**src/hdl/sfcp_pkg.sv**
```systemverilog
// Shared types and constants for the status frame CRC-4 packer.
// No dependencies; imported by every module of the block.
package sfcp_pkg;

  localparam int FRAME_LEN    = 16;
  localparam int SAMPLE_COUNT = 7;
  localparam int BYTE_IDX_W   = 4;

  localparam logic [BYTE_IDX_W-1:0] TH_IDX   = BYTE_IDX_W'(14);
  localparam logic [BYTE_IDX_W-1:0] LAST_IDX = BYTE_IDX_W'(FRAME_LEN - 1);

  // x^4+x+1 nibble table
  localparam logic [15:0][3:0] CRC_TAB = {
    4'd2, 4'd1, 4'd4, 4'd7, 4'd14, 4'd13, 4'd8, 4'd11,
    4'd9, 4'd10, 4'd15, 4'd12, 4'd5, 4'd6, 4'd3, 4'd0
  };

  typedef struct packed {
    logic [15:0] analog_a1;
    logic [15:0] analog_a2;
    logic [15:0] analog_a3;
    logic [15:0] analog_a4;
    logic [15:0] analog_a5;
    logic [15:0] analog_a6;
    logic [15:0] battery_level;
    logic [3:0]  port_bits;
  } in_item_t;

  typedef struct packed {
    logic [7:0] frame_byte;
    logic       last_byte;
  } out_item_t;

  // One queued frame: sample[0] is analog_a1, sample[6] is battery_level
  typedef struct packed {
    logic [SAMPLE_COUNT-1:0][15:0] sample;
    logic [3:0]                    port_bits;
    logic [7:0]                    threshold_code;
  } frame_rec_t;

  typedef struct packed {
    logic full;
    logic empty;
  } q_stat_t;

  function automatic logic [3:0] crc_step(input logic [3:0] crc, input logic [3:0] nib);
    crc_step = CRC_TAB[crc] ^ nib;
  endfunction

  function automatic logic [3:0] crc_byte(input logic [3:0] crc, input logic [7:0] b);
    crc_byte = crc_step(crc_step(crc, b[7:4]), b[3:0]);
  endfunction

endpackage

```
**src/hdl/status_frame_crc4_packer.sv**
```systemverilog
// Status frame packer: one request in, a 16-byte frame with CRC-4 out.
// Instantiates sfcp_front, sfcp_queue and sfcp_back; depends on sfcp_pkg.
//
// A request is taken on a clock edge with start high and busy low. Its frame
// leaves one byte per cycle on out_item with out_strobe high, low byte of each
// sample first, threshold code in byte 14, port bits and CRC-4 in byte 15
// (last_byte set). A request passes the queue, the record register and the
// output register before its first byte appears; frames follow each other
// with no gap while the next request is queued. The receiver cannot hold
// bytes off. Sustained rate is set by the one-byte-per-cycle serializer;
// up to QUEUE_DEPTH requests wait in the queue in front of it, and busy is
// high while that queue is full. The threshold code is written through
// cfg_we/cfg_wdata and sampled when a request is taken.
module status_frame_crc4_packer
  import sfcp_pkg::*;
#(
  parameter int QUEUE_DEPTH = 2
) (
  input  logic       clk,
  input  logic       rst_n,
  input  logic       cfg_we,
  input  logic [7:0] cfg_wdata,
  input  logic       start,
  output logic       busy,
  input  in_item_t   in_item,
  output logic       out_strobe,
  output out_item_t  out_item
);

  q_stat_t    q_stat;
  logic       push;
  logic       pop;
  frame_rec_t push_rec;
  frame_rec_t head_rec;

  sfcp_front u_front (
    .clk       (clk),
    .rst_n     (rst_n),
    .cfg_we    (cfg_we),
    .cfg_wdata (cfg_wdata),
    .start     (start),
    .busy      (busy),
    .in_item   (in_item),
    .q_stat    (q_stat),
    .push      (push),
    .push_rec  (push_rec)
  );

  sfcp_queue #(
    .DEPTH (QUEUE_DEPTH)
  ) u_queue (
    .clk      (clk),
    .rst_n    (rst_n),
    .push     (push),
    .push_rec (push_rec),
    .pop      (pop),
    .head_rec (head_rec),
    .q_stat   (q_stat)
  );

  sfcp_back u_back (
    .clk        (clk),
    .rst_n      (rst_n),
    .q_stat     (q_stat),
    .head_rec   (head_rec),
    .pop        (pop),
    .out_strobe (out_strobe),
    .out_item   (out_item)
  );

endmodule

```
**src/hdl/sfcp_front.sv**
```systemverilog
// Request front end: threshold register, start/busy handshake, frame record build.
// Depends on sfcp_pkg.
module sfcp_front
  import sfcp_pkg::*;
(
  input  logic       clk,
  input  logic       rst_n,
  input  logic       cfg_we,
  input  logic [7:0] cfg_wdata,
  input  logic       start,
  output logic       busy,
  input  in_item_t   in_item,
  input  q_stat_t    q_stat,
  output logic       push,
  output frame_rec_t push_rec
);

  logic [7:0] thr_r;

  always_ff @(posedge clk) begin
    if (!rst_n) begin
      thr_r <= '0;
    end else if (cfg_we) begin
      thr_r <= cfg_wdata;
    end
  end

  assign busy = q_stat.full;
  assign push = start && !q_stat.full;

  always_comb begin
    push_rec.sample[0]      = in_item.analog_a1;
    push_rec.sample[1]      = in_item.analog_a2;
    push_rec.sample[2]      = in_item.analog_a3;
    push_rec.sample[3]      = in_item.analog_a4;
    push_rec.sample[4]      = in_item.analog_a5;
    push_rec.sample[5]      = in_item.analog_a6;
    push_rec.sample[6]      = in_item.battery_level;
    push_rec.port_bits      = in_item.port_bits;
    push_rec.threshold_code = thr_r;
  end

endmodule

```
**src/hdl/sfcp_queue.sv**
```systemverilog
// Frame record queue between the front end and the serializer.
// Depends on sfcp_pkg. DEPTH from 2 up.
module sfcp_queue
  import sfcp_pkg::*;
#(
  parameter int DEPTH = 2
) (
  input  logic       clk,
  input  logic       rst_n,
  input  logic       push,
  input  frame_rec_t push_rec,
  input  logic       pop,
  output frame_rec_t head_rec,
  output q_stat_t    q_stat
);

  localparam int PTR_W = $clog2(DEPTH);
  localparam int CNT_W = $clog2(DEPTH + 1);

  frame_rec_t        slot_r [DEPTH];
  logic [PTR_W-1:0]  wr_ptr_r;
  logic [PTR_W-1:0]  rd_ptr_r;
  logic [CNT_W-1:0]  cnt_r;

  function automatic logic [PTR_W-1:0] ptr_inc(input logic [PTR_W-1:0] p);
    ptr_inc = (p == PTR_W'(DEPTH - 1)) ? '0 : p + PTR_W'(1);
  endfunction

  always_ff @(posedge clk) begin
    if (push) begin
      slot_r[wr_ptr_r] <= push_rec;
    end
  end

  always_ff @(posedge clk) begin
    if (!rst_n) begin
      wr_ptr_r <= '0;
      rd_ptr_r <= '0;
      cnt_r    <= '0;
    end else begin
      if (push) wr_ptr_r <= ptr_inc(wr_ptr_r);
      if (pop)  rd_ptr_r <= ptr_inc(rd_ptr_r);
      unique case ({push, pop})
        2'b10:   cnt_r <= cnt_r + CNT_W'(1);
        2'b01:   cnt_r <= cnt_r - CNT_W'(1);
        default: cnt_r <= cnt_r;
      endcase
    end
  end

  assign head_rec     = slot_r[rd_ptr_r];
  assign q_stat.full  = (cnt_r == CNT_W'(DEPTH));
  assign q_stat.empty = (cnt_r == '0);

  a_no_overflow: assert property (@(posedge clk) disable iff (!rst_n)
    push |-> !q_stat.full)
    else $error("queue push while full");

  a_no_underflow: assert property (@(posedge clk) disable iff (!rst_n)
    pop |-> !q_stat.empty)
    else $error("queue pop while empty");

endmodule

```
**src/hdl/sfcp_back.sv**
```systemverilog
// Frame serializer: emits 16 bytes per record, running CRC-4 one byte per cycle.
// Depends on sfcp_pkg.
module sfcp_back
  import sfcp_pkg::*;
(
  input  logic       clk,
  input  logic       rst_n,
  input  q_stat_t    q_stat,
  input  frame_rec_t head_rec,
  output logic       pop,
  output logic       out_strobe,
  output out_item_t  out_item
);

  typedef enum logic [1:0] {
    S_IDLE = 2'b01,
    S_SEND = 2'b10
  } state_t;

  state_t                state_r;
  frame_rec_t            rec_r;
  logic [BYTE_IDX_W-1:0] idx_r;
  logic [3:0]            crc_r;
  logic [3:0]            crc_nxt;
  logic [15:0]           word;
  logic [7:0]            byte_nxt;
  logic                  out_strobe_r;
  out_item_t             out_item_r;

  // next record loads on the last byte of the current one, so frames abut
  assign pop = !q_stat.empty && ((state_r == S_IDLE) || (idx_r == LAST_IDX));

  always_comb begin
    word = '0;
    for (int i = 0; i < SAMPLE_COUNT; i++) begin
      if (idx_r[BYTE_IDX_W-1:1] == (BYTE_IDX_W-1)'(i)) word = rec_r.sample[i];
    end
  end

  always_comb begin
    priority if (idx_r == LAST_IDX) begin
      byte_nxt = {rec_r.port_bits,
                  CRC_TAB[crc_step(crc_r, rec_r.port_bits)]};
    end else if (idx_r == TH_IDX) begin
      byte_nxt = rec_r.threshold_code;
    end else begin
      byte_nxt = idx_r[0] ? word[15:8] : word[7:0];
    end
    crc_nxt = crc_byte(crc_r, byte_nxt);
  end

  always_ff @(posedge clk) begin
    if (pop) begin
      rec_r <= head_rec;
    end
    if (pop) begin
      crc_r <= '0;
    end else if (state_r == S_SEND) begin
      crc_r <= crc_nxt;
    end
    out_item_r.frame_byte <= byte_nxt;
    out_item_r.last_byte  <= (idx_r == LAST_IDX);
  end

  always_ff @(posedge clk) begin
    if (!rst_n) begin
      state_r      <= S_IDLE;
      idx_r        <= '0;
      out_strobe_r <= 1'b0;
    end else begin
      out_strobe_r <= (state_r == S_SEND);
      if (pop) begin
        state_r <= S_SEND;
        idx_r   <= '0;
      end else begin
        unique case (state_r)
          S_IDLE: begin
            state_r <= S_IDLE;
          end
          S_SEND: begin
            idx_r <= idx_r + BYTE_IDX_W'(1);
            if (idx_r == LAST_IDX) state_r <= S_IDLE;
          end
          default: begin
            state_r <= S_IDLE;
          end
        endcase
      end
    end
  end

  assign out_strobe = out_strobe_r;
  assign out_item   = out_item_r;

  a_state_onehot: assert property (@(posedge clk) disable iff (!rst_n)
    $onehot(state_r))
    else $error("serializer state not one-hot");

  a_last_marks_end: assert property (@(posedge clk) disable iff (!rst_n)
    (state_r == S_SEND && idx_r == LAST_IDX) |=> (out_strobe && out_item.last_byte))
    else $error("sixteenth byte not flagged as last");

  a_frame_contiguous: assert property (@(posedge clk) disable iff (!rst_n)
    (out_strobe && !out_item.last_byte) |=> out_strobe)
    else $error("gap inside a frame");

endmodule
```
**config.mk**
```make
export PLATFORM = sky130hd
export DESIGN_NAME = status_frame_crc4_packer
export DESIGN_NICKNAME = d
export VERILOG_FILES = /design/src/hdl/sfcp_pkg.sv /design/src/hdl/status_frame_crc4_packer.sv /design/src/hdl/sfcp_front.sv /design/src/hdl/sfcp_queue.sv /design/src/hdl/sfcp_back.sv
export SDC_FILE = /design/constraint.sdc
export NUM_CORES = 1
export LEC_CHECK = 0
export BUFFER_PORTS_ARGS = -buffer_cell sky130_fd_sc_hd__buf_2
export CORE_MARGIN = 5
export CORE_UTILIZATION = 35
export CTS_BUF_LIST = sky130_fd_sc_hd__clkbuf_8 sky130_fd_sc_hd__clkbuf_16
export CTS_CLUSTER_DIAMETER = 60
export DETAILED_ROUTE_END_ITERATION = 8
export MAX_ROUTING_LAYER = met4
export PLACE_DENSITY_LB_ADDON = 0.2
export RECOVER_POWER = 25
export SYNTH_ARGS = -nofsm -noshare
export SYNTH_HDL_FRONTEND = slang
export SYNTH_HIERARCHICAL = 1
export SYNTH_SLANG_ARGS = --single-unit
```
**constraint.sdc**
```tcl
create_clock -name clk -period 14.3 [get_ports clk]
set_clock_uncertainty 0.2 [all_clocks]
set_input_delay 3.575 -clock clk [delete_from_list [all_inputs] [get_ports clk]]
set_output_delay 3.575 -clock clk [all_outputs]
set_load 0.02 [all_outputs]
```
==> results.env, run 1 <==
AREA.GROWTH.SYNTH_TO_FINAL_PCT=9.72
SYN_AVG_CELL_AREA_SQ_UM=17.6
DESIGN.PORTCOUNT=139
POSTSYNTH.TOPFLOPCELL='sky130_fd_sc_hd__edfxtp_1'
WIRE_PER_INST_UM=20.7
PATH_COMMON_CELL='sky130_fd_sc_hd__clkbuf_1'
CLOCK-ROOT-BUFFER='sky130_fd_sc_hd__clkbuf_16'
CTS.HOLD.BUFFERS_ADDED=0
MAXIMUM_CLOCK_FREQUENCY_MHz=133
PATH_CLK_SLEW_PS=60
GR-USAGE-ALL-LAYERS_PCT=13.2
INTERNAL-POWER_mW=2.64
CTS_SETUP_BUFFERS=0
WORSTPATHCELLLIST='clkbuf_1, ha_1, nand3_1, a21o_1, clkinvlp_2, clkbuf_1, buf_4'
CORE_AREA_SQ_UM=47400
LARGEST_VDD_SUPPLY_DROP_mV=0.0862
DRV_SLEW=205
POWER_FRAC_CLOCK_PCT=31.7
R2R_CELLS=7
NUMCLOCKSINKS=409
NET-SWITCHING-POWER_uW=968
TOTALWIRELENGTH_UM=34000
GRT_ANTENNA_BEFORE_REPAIR=1
HTREE_DEPTH=2
POST_SYNTH_EDFFS=372
MIN_DELAY_PATH_DEPTH=0
SEQUENTIAL_CELL_AREA_SQ_UM=11900
CAP_VIOLATIONS=4
FIN_WORST_HOLD_SLACK_PS=296
SEQ_POWER_SHARE_PCT=49.3
NUM_ROWS=80
TIMING.CRITICAL_PATH.SLOWEST_STAGE_CELL='sky130_fd_sc_hd__clkbuf_1'
GLOBALROUTE.TOTALOVERFLOW=0
TERMINUS_OF_THE_CRITICAL_FLOP_TO_FLOP_PATH='u_back/rec_r[121]'
MIN_CYCLE_TIME_LAYOUT_PS=7540
PIN_COUNT_OF_THE_BIGGEST_NET_ENTERING_GLOBAL_ROUTING=78
CRITICAL_PATH.MAX_STAGE_DELAY_PS=2100
DRIVE_ABOVE_1_SHARE_PCT=28.9
INITIAL_UTILIZATION_PCT=35.2
GRT_PASS1_VIAS=7925
DETAILEDPLACE.WORSTSLACK_PS=7860
TIMING.FINAL.SETUP_VIOLATIONS=0
TIGHTESTPINTRANSITION_PS=3840
DIE_W_UM=228
VIAS=7553
LAYOUT_WORST_PATH_CYCLE_SHARE_PCT=52.7
YS_SEQ_AREA_SHARE_PCT=71.4
SWITCHING_SHARE_PCT=26.8
FLOORPLAN.DIE_AREA_SQ_UM=52100
TIMING.HOLD.WORST_ENDPOINT='u_queue/slot_r[1][4]'
NUMCTSBUFFERS=45
WORST_R2R_STARTPOINT='u_back/idx_r[1]'
FILLERS=4490
MULTI_INPUT_GATE_AREA_IN_THE_FINAL_LAYOUT_SQ_UM=3340
POST_SYN_NETS=1083
POSTCTSRESIZEDCELLS=0
FINAL.SETUP.TNS_PS=0
CP-END-KIND='register'
FINAL_ANTENNA_NET_COUNT=0
SYNTH.FF_LATCH_COUNT=409
CP.ARRIVAL_PS=7530
P_LEAK_nW=6.34
FAILED_CHECKS='max-capacitance violations, max-slew violations'
HOLDCRITSTARTPOINT='u_front/thr_r[4]'
VIA_PER_INST=4.59
WORST_SETUP_PATH_START_KIND='register'
GRT_SETUP_UNREPAIRED='no'
SYNTH_CELL_TYPES=63
TIMING.CRITICAL_PATH.REQUIRED_PS=14290
PLACE_HPWL_UM=21900
SYNTH_AREA_SQ_UM=16700
PORT-BUFFER-COUNT=138
CTS_TREE='done'
PLACEMENT.CELL_AREA_SQ_UM=17100
DIE_HEIGHT_UM=228
CRITICAL_PATH_MAXIMUM_FANOUT=51
FIRSTDRTPASSITERS=4
DESIGN_POWER_TOTAL_mW=3.61
DRCVIOLATIONCOUNT=0
COMB_POWER_SHARE_PCT=18.9
FINAL_NET_COUNT=1128
TIMING.REG2REG.SETUP_SLACK_PS=6760
FINAL_WEIGHTED_CONGESTION_IN_ROUTABILITY_DRIVEN_PLACEMENT=0.815
SYNTH_ASYNC_SR_FLOP_SHARE_PCT=0
SLEW_HEADROOM_PCT=-156
INSERTION_DELAY_PS=570
CRITPATHKIND='register to register'
GRT_PASS1_WL_UM=50400
RUN_STATUS='finished, violations left'
LAYOUT_SETUP_WS_PS=6760
POST_ROUTE_STANDARD_CELL_AREA_EXCLUDING_FILLERS_SQ_UM=18300
FIRST_ITER_VIOLATIONS=442
YOSYS_WARNINGS=6
MIN_PATH_TYPE='register to register'
POSTSYNTHCELLCOUNT=950
CELLPOWERDENSITY_nW_PER_UM2=197
FINALHOLDVIOLATIONS=0
CLOCK_PATH_BUFFERS=3
## cell usage after synthesis (6+ instances only)
cell type,number,area share [%]
sky130_fd_sc_hd__buf_6,15,1.0
sky130_fd_sc_hd__xor2_1,11,0.58
sky130_fd_sc_hd__a21oi_1,16,0.48
sky130_fd_sc_hd__buf_2,9,0.27
sky130_fd_sc_hd__xnor2_1,14,0.73
sky130_fd_sc_hd__o221ai_1,7,0.37
sky130_fd_sc_hd__nor2b_1,19,0.71
sky130_fd_sc_hd__o22ai_1,6,0.22
sky130_fd_sc_hd__o21ai_0,7,0.21
sky130_fd_sc_hd__clkbuf_1,6,0.13
sky130_fd_sc_hd__edfxtp_1,372,67
sky130_fd_sc_hd__mux2i_1,25,1.5
sky130_fd_sc_hd__dfxtp_1,37,4.4
sky130_fd_sc_hd__nor2_1,30,0.67
sky130_fd_sc_hd__mux2_4,62,5.6
sky130_fd_sc_hd__buf_4,119,5.4
sky130_fd_sc_hd__nand2_1,16,0.36
sky130_fd_sc_hd__mux2_2,68,4.6
sky130_fd_sc_hd__inv_1,13,0.29
sky130_fd_sc_hd__a22oi_1,9,0.40
## stage by stage
step	std cells	utilization [%]
after global routing	1645	38.6
final	1645	38.6
after detailed placement	1563	36.0
after floorplan	950	-
after global placement	1563	36.0
after CTS	1644	39.1
## cell families (layout without fill, tap and decap cells)
group	count (synthesis)	count (layout)	share of synthesized area, %
other	0	1	0
AOI/OAI and AO/OA	86	86	3.87
muxes	163	163	12.5
xor gates and xnor gates	30	30	1.88
buffers and inverters	166	245	7.22
and+or+nand+nor	91	91	2.72
DFF	409	409	71.4
adders and majority gates	5	5	0.375
## layout by cell type, fill, tap and decap left out, types with 4 or more instances in the layout
master	synthesis	final
sky130_fd_sc_hd__nand3_1	3	4
sky130_fd_sc_hd__bufinv_16	0	6
sky130_fd_sc_hd__a22oi_1	9	9
sky130_fd_sc_hd__nand2_1	16	16
sky130_fd_sc_hd__mux2_4	62	4
sky130_fd_sc_hd__inv_1	13	19
sky130_fd_sc_hd__mux2i_1	25	25
sky130_fd_sc_hd__and2_1	5	4
sky130_fd_sc_hd__buf_2	9	138
sky130_fd_sc_hd__clkinv_2	0	8
sky130_fd_sc_hd__clkinv_1	0	9
sky130_fd_sc_hd__a21oi_1	16	18
sky130_fd_sc_hd__clkbuf_1	6	4
sky130_fd_sc_hd__o21ai_0	7	9
sky130_fd_sc_hd__buf_4	119	6
sky130_fd_sc_hd__ha_1	5	5
sky130_fd_sc_hd__xnor2_1	14	14
sky130_fd_sc_hd__edfxtp_1	372	372
sky130_fd_sc_hd__mux4_2	5	5
sky130_fd_sc_hd__a211oi_1	4	4
sky130_fd_sc_hd__clkbuf_16	0	45
sky130_fd_sc_hd__mux2_1	3	67
sky130_fd_sc_hd__o221ai_1	7	7
sky130_fd_sc_hd__dfxtp_1	37	36
sky130_fd_sc_hd__nand2b_1	5	5
sky130_fd_sc_hd__mux2_2	68	62
sky130_fd_sc_hd__nor3_1	5	5
sky130_fd_sc_hd__xor2_1	11	11
sky130_fd_sc_hd__o22ai_1	6	6
sky130_fd_sc_hd__nor2_1	30	29
sky130_fd_sc_hd__nor2b_1	19	19
## per-layer routing
layer	global-route usage, %	share of wire, %
met1	17.3	46
met3	3.30	4.9
met4	3.38	1.9
met2	20.8	48
met5	-	0
## worst max-delay path by stage
| stage | start | endpoint | slack (ps) |
|---|---|---|---|
| after floorplan | start | u_queue/slot_r[0][0] | 4480 |
| after global placement | start | u_queue/slot_r[0][46] | 7850 |
| after detailed placement | start | u_queue/slot_r[0][46] | 7860 |
| after CTS | start | u_queue/slot_r[0][97] | 8470 |
| after global routing | u_back/idx_r[1] | u_back/rec_r[104] | 5900 |
| final | u_back/idx_r[1] | u_back/rec_r[121] | 6760 |
## final cells by class
class                      count  area share [%]
sequential                   409            65.1
multi-input combinational    375            18.3
clock buffer                  45            6.15
tap                          615            4.20
timing repair buffer         148            4.10
clock inverter                36            1.87
inverter                      16           0.335
antenna                        1          0.0137
## critical path, delay by kind of cell (launching register included)
family | cells | cell delay (ps)
adders and majority gates | 1 | 420
AOI/OAI and AO/OA | 1 | 340
DFF | 1 | 300
buffers and inverters | 4 | 5440
and+or+nand+nor | 1 | 360
## sequential cells by signal (all words and copies together), names as in the netlist, named ones only
signal             flops
u_back/crc_r           4
u_back/idx_r           4
u_back/out_item        9
u_back/out_strobe      1
u_back/rec_r         124
u_back/state_r         2
u_front/thr_r          8
u_queue/cnt_r          2
u_queue/rd_ptr_r       1
u_queue/slot_r       248
u_queue/wr_ptr_r       1
## power groups by stage
stage               logic, mW  registers [mW]  clock network, mW
global route            0.747            1.81               1.23
CTS                     0.750            1.78               1.19
global placement        0.745            1.80                  0
detailed placement      0.748            1.80                  0
finish                  0.684            1.78               1.15
floorplan               0.545            1.80                  0
(Power assumes the default switching activity.)
==> inputs of run 2 (changes only) <==
clock period = 7.1 ns   (was 14.3 ns; I/O delays follow)
==> run 2 against run 1 <==
Against the previous run: the flow now finishes without violations; sequential power increased by 110%; combinational power increased by 110%; via count increased by 0.53%; register-to-register slack got worse by 4100 ps; clock power increased by 92%; first-iteration DRC count decreased by 1.6%; largest cell class unchanged; critical path type unchanged; largest power group unchanged.
==> results.env, run 2 (synthesis results as in run 1) <==
RUN_STATUS='completed'
MIN_DELAY_PATH_DEPTH=0  # unchanged
FINAL_NET_COUNT=1126  # -0.18%
CELLPOWERDENSITY_nW_PER_UM2=396  # +100%
COMMONEST_NON_FILL_NON_TAP_CELLS_IN_THE_LAYOUT='372 x sky130_fd_sc_hd__edfxtp_1, 87 x sky130_fd_sc_hd__buf_2, 60 x sky130_fd_sc_hd__mux2_4'
DRIVE_ABOVE_1_SHARE_PCT=29.0  # +0.18 points
MIN_PATH_TYPE='register to register'
R2R_CELLS=12  # +5
AREA.GROWTH.SYNTH_TO_FINAL_PCT=10.6
TIMING.REG2REG.SETUP_SLACK_PS=2620  # -4150 ps
GR-USAGE-ALL-LAYERS_PCT=13.3  # +0.056 points
WORST_SETUP_PATH_START_KIND='register'
DESIGN.PORTCOUNT=139  # unchanged
SLEW_HEADROOM_PCT=11.6  # +170 points
DESIGN_POWER_TOTAL_mW=7.30  # +100%
LAYOUT.CELLS.MOST_COMMON='sky130_fd_sc_hd__edfxtp_1'
CRITICAL_PATH_MAXIMUM_FANOUT=23  # -55%
GRT_SETUP_UNREPAIRED='no'
VIA_PER_INST=4.63  # +0.77%
REGMOSTFLOPS='u_queue/slot_r'
FIRST_ITER_VIOLATIONS=435  # -1.6%
PATH_CLK_SLEW_PS=60  # about the same
GRT_PASS1_VIAS=7910  # -0.19%
MIN_CYCLE_TIME_LAYOUT_PS=4480  # -3050 ps
PIN_COUNT_OF_THE_BIGGEST_NET_ENTERING_GLOBAL_ROUTING=126  # +62%
CORE_AREA_SQ_UM=47400  # unchanged
GLOBALROUTE.TOTALOVERFLOW=0  # unchanged
POSTCTSRESIZEDCELLS=0  # unchanged
FINAL.SETUP.TNS_PS=0  # unchanged
WORSTPATHCELLLIST='inv_1, mux4_2, o21ai_1, and3_1, o21ai_1, xnor2_2, xnor3_2, o221a_4, ha_1, nor2_1, a22oi_1, mux2_1'
N_ANTENNA_CELL=0  # -1
TIMING.CRITICAL_PATH.SLOWEST_STAGE_CELL='sky130_fd_sc_hd__dfxtp_1'
TIMING.CRITICAL_PATH.REQUIRED_PS=7350  # -6940 ps
CRITPATHKIND='register to register'
CP-END-KIND='register'
GRT.MET1_USAGE_PCT=17.9  # +0.55 points
PATH_COMMON_CELL='sky130_fd_sc_hd__o21ai_1'
HTREE_DEPTH=2  # unchanged
CAP_VIOLATIONS=0  # -4
FIRSTDRTPASSITERS=4  # unchanged
FINALHOLDVIOLATIONS=0  # unchanged
WIRE_PER_INST_UM=21.0  # +1.3%
NUM_ROWS=80  # unchanged
CLOCK_PATH_BUFFERS=3  # unchanged
DRV_SLEW=0  # -100%
FINAL_WEIGHTED_CONGESTION_IN_ROUTABILITY_DRIVEN_PLACEMENT=0.839  # +2.9%
DRCVIOLATIONCOUNT=0  # unchanged
TOTALWIRELENGTH_UM=34400  # +1.1%
CTS_TREE='done'
GRTUSAGEMET2_PCT=20.9  # +0.028 points
CLOCK-ROOT-BUFFER='sky130_fd_sc_hd__clkbuf_16'
INITIAL_UTILIZATION_PCT=35.2  # unchanged
CP.ARRIVAL_PS=4730  # -2800 ps
INSERTION_DELAY_PS=570  # about the same
CTS.HOLD.BUFFERS_ADDED=0  # unchanged
FINAL_ANTENNA_NET_COUNT=0  # unchanged
P_LEAK_nW=6.40  # +0.93%
DETAILEDPLACE.WORSTSLACK_PS=2670  # -5190 ps
MAXIMUM_CLOCK_FREQUENCY_MHz=223  # +68%
GRT_USE_MET3_PCT=2.47  # -0.83 points
CTS_SETUP_BUFFERS=0  # unchanged
LAYOUT_SETUP_WS_PS=2620  # -4150 ps
FLOORPLAN.DIE_AREA_SQ_UM=52100  # unchanged
LARGEST_REGISTER_FFS=248  # unchanged
GRT_ANTENNA_BEFORE_REPAIR=0  # -1
NUMCTSBUFFERS=46  # +2.2%
GRT_PASS1_WL_UM=50700  # +0.56%
LARGEST_VDD_SUPPLY_DROP_mV=0.175  # +100%
GR-MAX-USAGE-LAYER='met2'
CRITICAL_PATH.MAX_STAGE_DELAY_PS=980  # -1120 ps
DIE_HEIGHT_UM=228  # unchanged
NUMCLOCKSINKS=409  # unchanged
TIGHTESTPINTRANSITION_PS=1320  # -2510 ps
PORT-BUFFER-COUNT=138  # unchanged
TIMING.FINAL.SETUP_VIOLATIONS=0  # unchanged
DIE_W_UM=228  # unchanged
PLACE_HPWL_UM=23000  # +5.2%
LAYOUT_WORST_PATH_CYCLE_SHARE_PCT=63.2  # +10 points
VIAS=7593  # +0.53%
run 2: changes by cell type in the layout (fill, tap and decap cells not counted), moves of 6 or more:
cell	change
sky130_fd_sc_hd__inv_1	+6
sky130_fd_sc_hd__buf_2	-51
sky130_fd_sc_hd__mux2_1	-51
sky130_fd_sc_hd__clkbuf_1	+46
sky130_fd_sc_hd__mux2_4	+56
run 2: metrics by stage:
stage | area (sq um) | utilization [%] | hold slack (ps) | instances
after floorplan | 16700 | - | 225 | 950
after global placement | 17100 | 36.0 | 238 | 1560
after detailed placement | 17100 | 36.0 | 245 | 1560
after CTS | 18500 | 39.0 | 256 | 1641
after global routing | 18400 | 38.9 | 269 | 1641
final | 18400 | 38.9 | 245 | 1641
run 2: path summary, 6_finish.rpt:
check              startpoint                   end
min          u_front/thr_r[0]  u_queue/slot_r[0][0]
min reg2reg  u_front/thr_r[0]  u_queue/slot_r[0][0]
max reg2reg   u_back/idx_r[1]              register
max           u_back/idx_r[1]              register
run 2: layer usage:
metal | wire, um | part of all wire, %
met2 | 16500 | 48
met5 | 0 | 0
met1 | 15900 | 46
met4 | 695 | 2.0
met3 | 1340 | 3.9
run 2: where the power goes:
part	switching, mW	internal [mW]
Sequential	0.273	3.39
Combinational	0.811	0.617
Clock	0.908	1.30
Total	1.99	5.31
run 2: critical path, delay by kind of cell (launching register included):
family / cells / cell delay, ps
DFF: 1 / 980
muxes: 2 / 850
xor gates and xnor gates: 2 / 710
AOI/OAI and AO/OA: 4 / 680
buffers and inverters: 1 / 440
and+or+nand+nor: 2 / 310
adders and majority gates: 1 / 200
run 2: layout make-up:
class	count	area, sq um
well taps	615	769
flip-flops and latches	409	11900
clock buffers	48	1180
multi-input cells	375	3570
clock inverters	33	246
repair buffers	145	704
inverters	16	62.6
fillers	4426	29000
==> inputs of run 3 (changes only) <==
clock period = 3.69 ns   (was 7.1 ns; I/O delays follow)
==> run 3 against run 2 <==
Against the previous run: die area is the same; maximum frequency grew 27%; clock power grew 99%; non-clock buffer count grew 26; critical path depth grew 1; largest cell class unchanged; highest routed layer unchanged.
==> results.env, run 3 (synthesis results as in run 1) <==
FIRST_ITER_VIOLATIONS=382  # -12%
CP-END-KIND='register'
INITIAL_UTILIZATION_PCT=35.2  # unchanged
GRT_PASS1_VIAS=8147  # +3.0%
CLOCK-ROOT-BUFFER='sky130_fd_sc_hd__clkbuf_16'
CRITPATHKIND='register to register'
TIMING.REG2REG.SETUP_SLACK_PS=150  # -2470 ps
FINAL_WEIGHTED_CONGESTION_IN_ROUTABILITY_DRIVEN_PLACEMENT=0.856  # +2.0%
MIN_CYCLE_TIME_LAYOUT_PS=3540  # -941 ps
CLOCK_PATH_BUFFERS=3  # unchanged
TIGHTESTPINTRANSITION_PS=811  # -513 ps
FINAL_CORE_UTILIZATION_PCT=39.7  # +0.78 points
CP.ARRIVAL_PS=3780  # -950 ps
PATH_CLK_SLEW_PS=60  # about the same
FINAL_NET_COUNT=1151  # +2.2%
FINAL_ANTENNA_NET_COUNT=0  # unchanged
FINALHOLDVIOLATIONS=0  # unchanged
PIN_COUNT_OF_THE_BIGGEST_NET_ENTERING_GLOBAL_ROUTING=84  # -33%
HTREE_DEPTH=2  # unchanged
CORE_AREA_SQ_UM=47400  # unchanged
MAXIMUM_CLOCK_FREQUENCY_MHz=282  # +27%
LAYOUT_WORST_PATH_CYCLE_SHARE_PCT=96.0  # +33 points
NUMCTSBUFFERS=45  # -2.2%
VIA_PER_INST=4.57  # -1.3%
DETAILEDPLACE.WORSTSLACK_PS=4.69  # -2660 ps
GRTUSAGEMET2_PCT=21.2  # +0.32 points
POST_LAYOUT_NONFILLER_INSTANCES=1668  # +1.6%
DRIVE_ABOVE_1_SHARE_PCT=32.0  # +3.0 points
CTS_SETUP_BUFFERS=0  # unchanged
NUM_ROWS=80  # unchanged
FIRSTDRTPASSITERS=5  # +1
DRCVIOLATIONCOUNT=0  # unchanged
DRV_SLEW=0  # unchanged
DESIGN.PORTCOUNT=139  # unchanged
SLEW_HEADROOM_PCT=45.8  # +34 points
GRT.MET1_USAGE_PCT=18.0  # +0.091 points
TIMING.CRITICAL_PATH.REQUIRED_PS=3920  # -3430 ps
P_LEAK_nW=6.52  # +1.9%
PLACE_HPWL_UM=23900  # +3.8%
AREA.GROWTH.SYNTH_TO_FINAL_PCT=12.8
TIMING.FINAL.SETUP_VIOLATIONS=0  # unchanged
RUN_STATUS='completed'
LARGEST_VDD_SUPPLY_DROP_mV=0.444  # +150%
DESIGN_POWER_TOTAL_mW=14.3  # +96%
GRT_PASS1_WL_UM=51700  # +1.9%
LAYOUT_SETUP_WS_PS=147  # -2470 ps
MIN_PATH_TYPE='register to register'
CELLPOWERDENSITY_nW_PER_UM2=760  # +92%
CRITICAL_PATH_MAXIMUM_FANOUT=20  # -13%
TIMING.HOLD.WORST_ENDPOINT='u_queue/slot_r[1][6]'
PLACE.DETAILED.INSTANCES=1586  # +1.7%
HOLDCRITSTARTPOINT='u_front/thr_r[6]'
GR-MAX-USAGE-LAYER='met2'
N_ANTENNA_CELL=0  # unchanged
PORT-BUFFER-COUNT=138  # unchanged
COMMONEST_NON_FILL_NON_TAP_CELLS_IN_THE_LAYOUT='372 x sky130_fd_sc_hd__edfxtp_1, 77 x sky130_fd_sc_hd__buf_2, 68 x sky130_fd_sc_hd__mux2_2'
REGMOSTFLOPS='u_queue/slot_r'
LAYOUT.CELLS.MOST_COMMON='sky130_fd_sc_hd__edfxtp_1'
GLOBALROUTE.TOTALOVERFLOW=0  # unchanged
GRT_USE_MET3_PCT=2.70  # +0.22 points
FLOORPLAN.DIE_AREA_SQ_UM=52100  # unchanged
LARGEST_REGISTER_FFS=248  # unchanged
CTS_TREE='done'
MIN_DELAY_PATH_DEPTH=0  # unchanged
WORST_R2R_STARTPOINT='u_back/idx_r[2]'
FILLERS=4414  # -0.27%
NUMCLOCKSINKS=409  # unchanged
CAP_VIOLATIONS=0  # unchanged
DIE_W_UM=228  # unchanged
WIRE_PER_INST_UM=20.8  # -1.0%
WORST_SETUP_PATH_START_KIND='register'
GR-USAGE-ALL-LAYERS_PCT=13.5  # +0.18 points
GRT_ANTENNA_BEFORE_REPAIR=0  # unchanged
VIAS=7617  # +0.32%
TOTALWIRELENGTH_UM=34600  # +0.62%
INSERTION_DELAY_PS=560  # about the same
R2R_CELLS=13  # +1
DIE_HEIGHT_UM=228  # unchanged
FIN_WORST_HOLD_SLACK_PS=255  # +9.64 ps
-- run 3: cell count changes in the layout (fill, tap and decap cells not counted), moves of 3 or more --
cell                        change
sky130_fd_sc_hd__buf_4         +18
sky130_fd_sc_hd__mux2_2        +11
sky130_fd_sc_hd__dfxtp_4        +3
sky130_fd_sc_hd__clkbuf_1      +11
sky130_fd_sc_hd__buf_2         -10
sky130_fd_sc_hd__mux2_1        -13
sky130_fd_sc_hd__inv_1          -6
sky130_fd_sc_hd__buf_12         +7
sky130_fd_sc_hd__bufinv_16      +3
sky130_fd_sc_hd__clkinv_1       +5
-- run 3: power breakdown --
part | internal (mW) | switching (mW)
Combinational | 1.29 | 1.60
Clock | 2.64 | 1.76
Sequential | 6.51 | 0.508
-- run 3: layer usage --
metal	wire length, um	part of all wire, %
met1	16100	47
met2	16600	48
met3	1340	3.9
met4	563	1.6
met5	0	0
-- run 3: through the flow --
step	instance area, sq um	setup TNS [ps]
2_1_floorplan	16700	-231
6_report	18800	0
3_3_place_gp	17400	-11.6
3_5_place_dp	17400	0
4_1_cts	18900	0
5_1_grt	18800	-10.2
-- run 3: worst max-delay path by stage --
stage | from | endpoint | slack [ps]
floorplan | u_back/idx_r[1] | u_queue/cnt_r[1] | -210
global placement | u_back/idx_r[1] | register | -10
detailed placement | u_back/idx_r[2] | register | 5
CTS | u_back/idx_r[2] | register | 30
global route | u_back/idx_r[3] | register | -10
finish | u_back/idx_r[2] | register | 150
-- run 3: worst max-delay path: stages (launching register included) --
cell                       delay, ps
sky130_fd_sc_hd__dfxtp_4         430
sky130_fd_sc_hd__buf_12          180
sky130_fd_sc_hd__mux2i_1         260
sky130_fd_sc_hd__o221ai_1        160
sky130_fd_sc_hd__nor3_2          310
sky130_fd_sc_hd__o31ai_4         120
sky130_fd_sc_hd__xnor2_2         160
sky130_fd_sc_hd__xnor2_2         180
sky130_fd_sc_hd__xnor3_2         470
sky130_fd_sc_hd__o221a_4         260
sky130_fd_sc_hd__ha_1            190
sky130_fd_sc_hd__nor2_1          110
sky130_fd_sc_hd__a22oi_1          70
sky130_fd_sc_hd__mux2_1          310
-- run 3: area by class of cell --
| class | count | area (sq um) | area share, % |
|---|---|---|---|
| Tap cell | 615 | 769 | 4.09 |
| Sequential cell | 409 | 11900 | 63.4 |
| Inverter | 16 | 63.8 | 0.339 |
| Multi-Input combinational cell | 375 | 3620 | 19.2 |
| Clock buffer | 45 | 1130 | 5.98 |
| Timing Repair Buffer | 171 | 978 | 5.20 |
| Clock inverter | 37 | 337 | 1.79 |
-- run 3: what timing repair did --
action | CTS | global route
hold buffers | 0 | 0
endpoints found under the setup margin | 1 | 1
resized for setup | 1 | 9
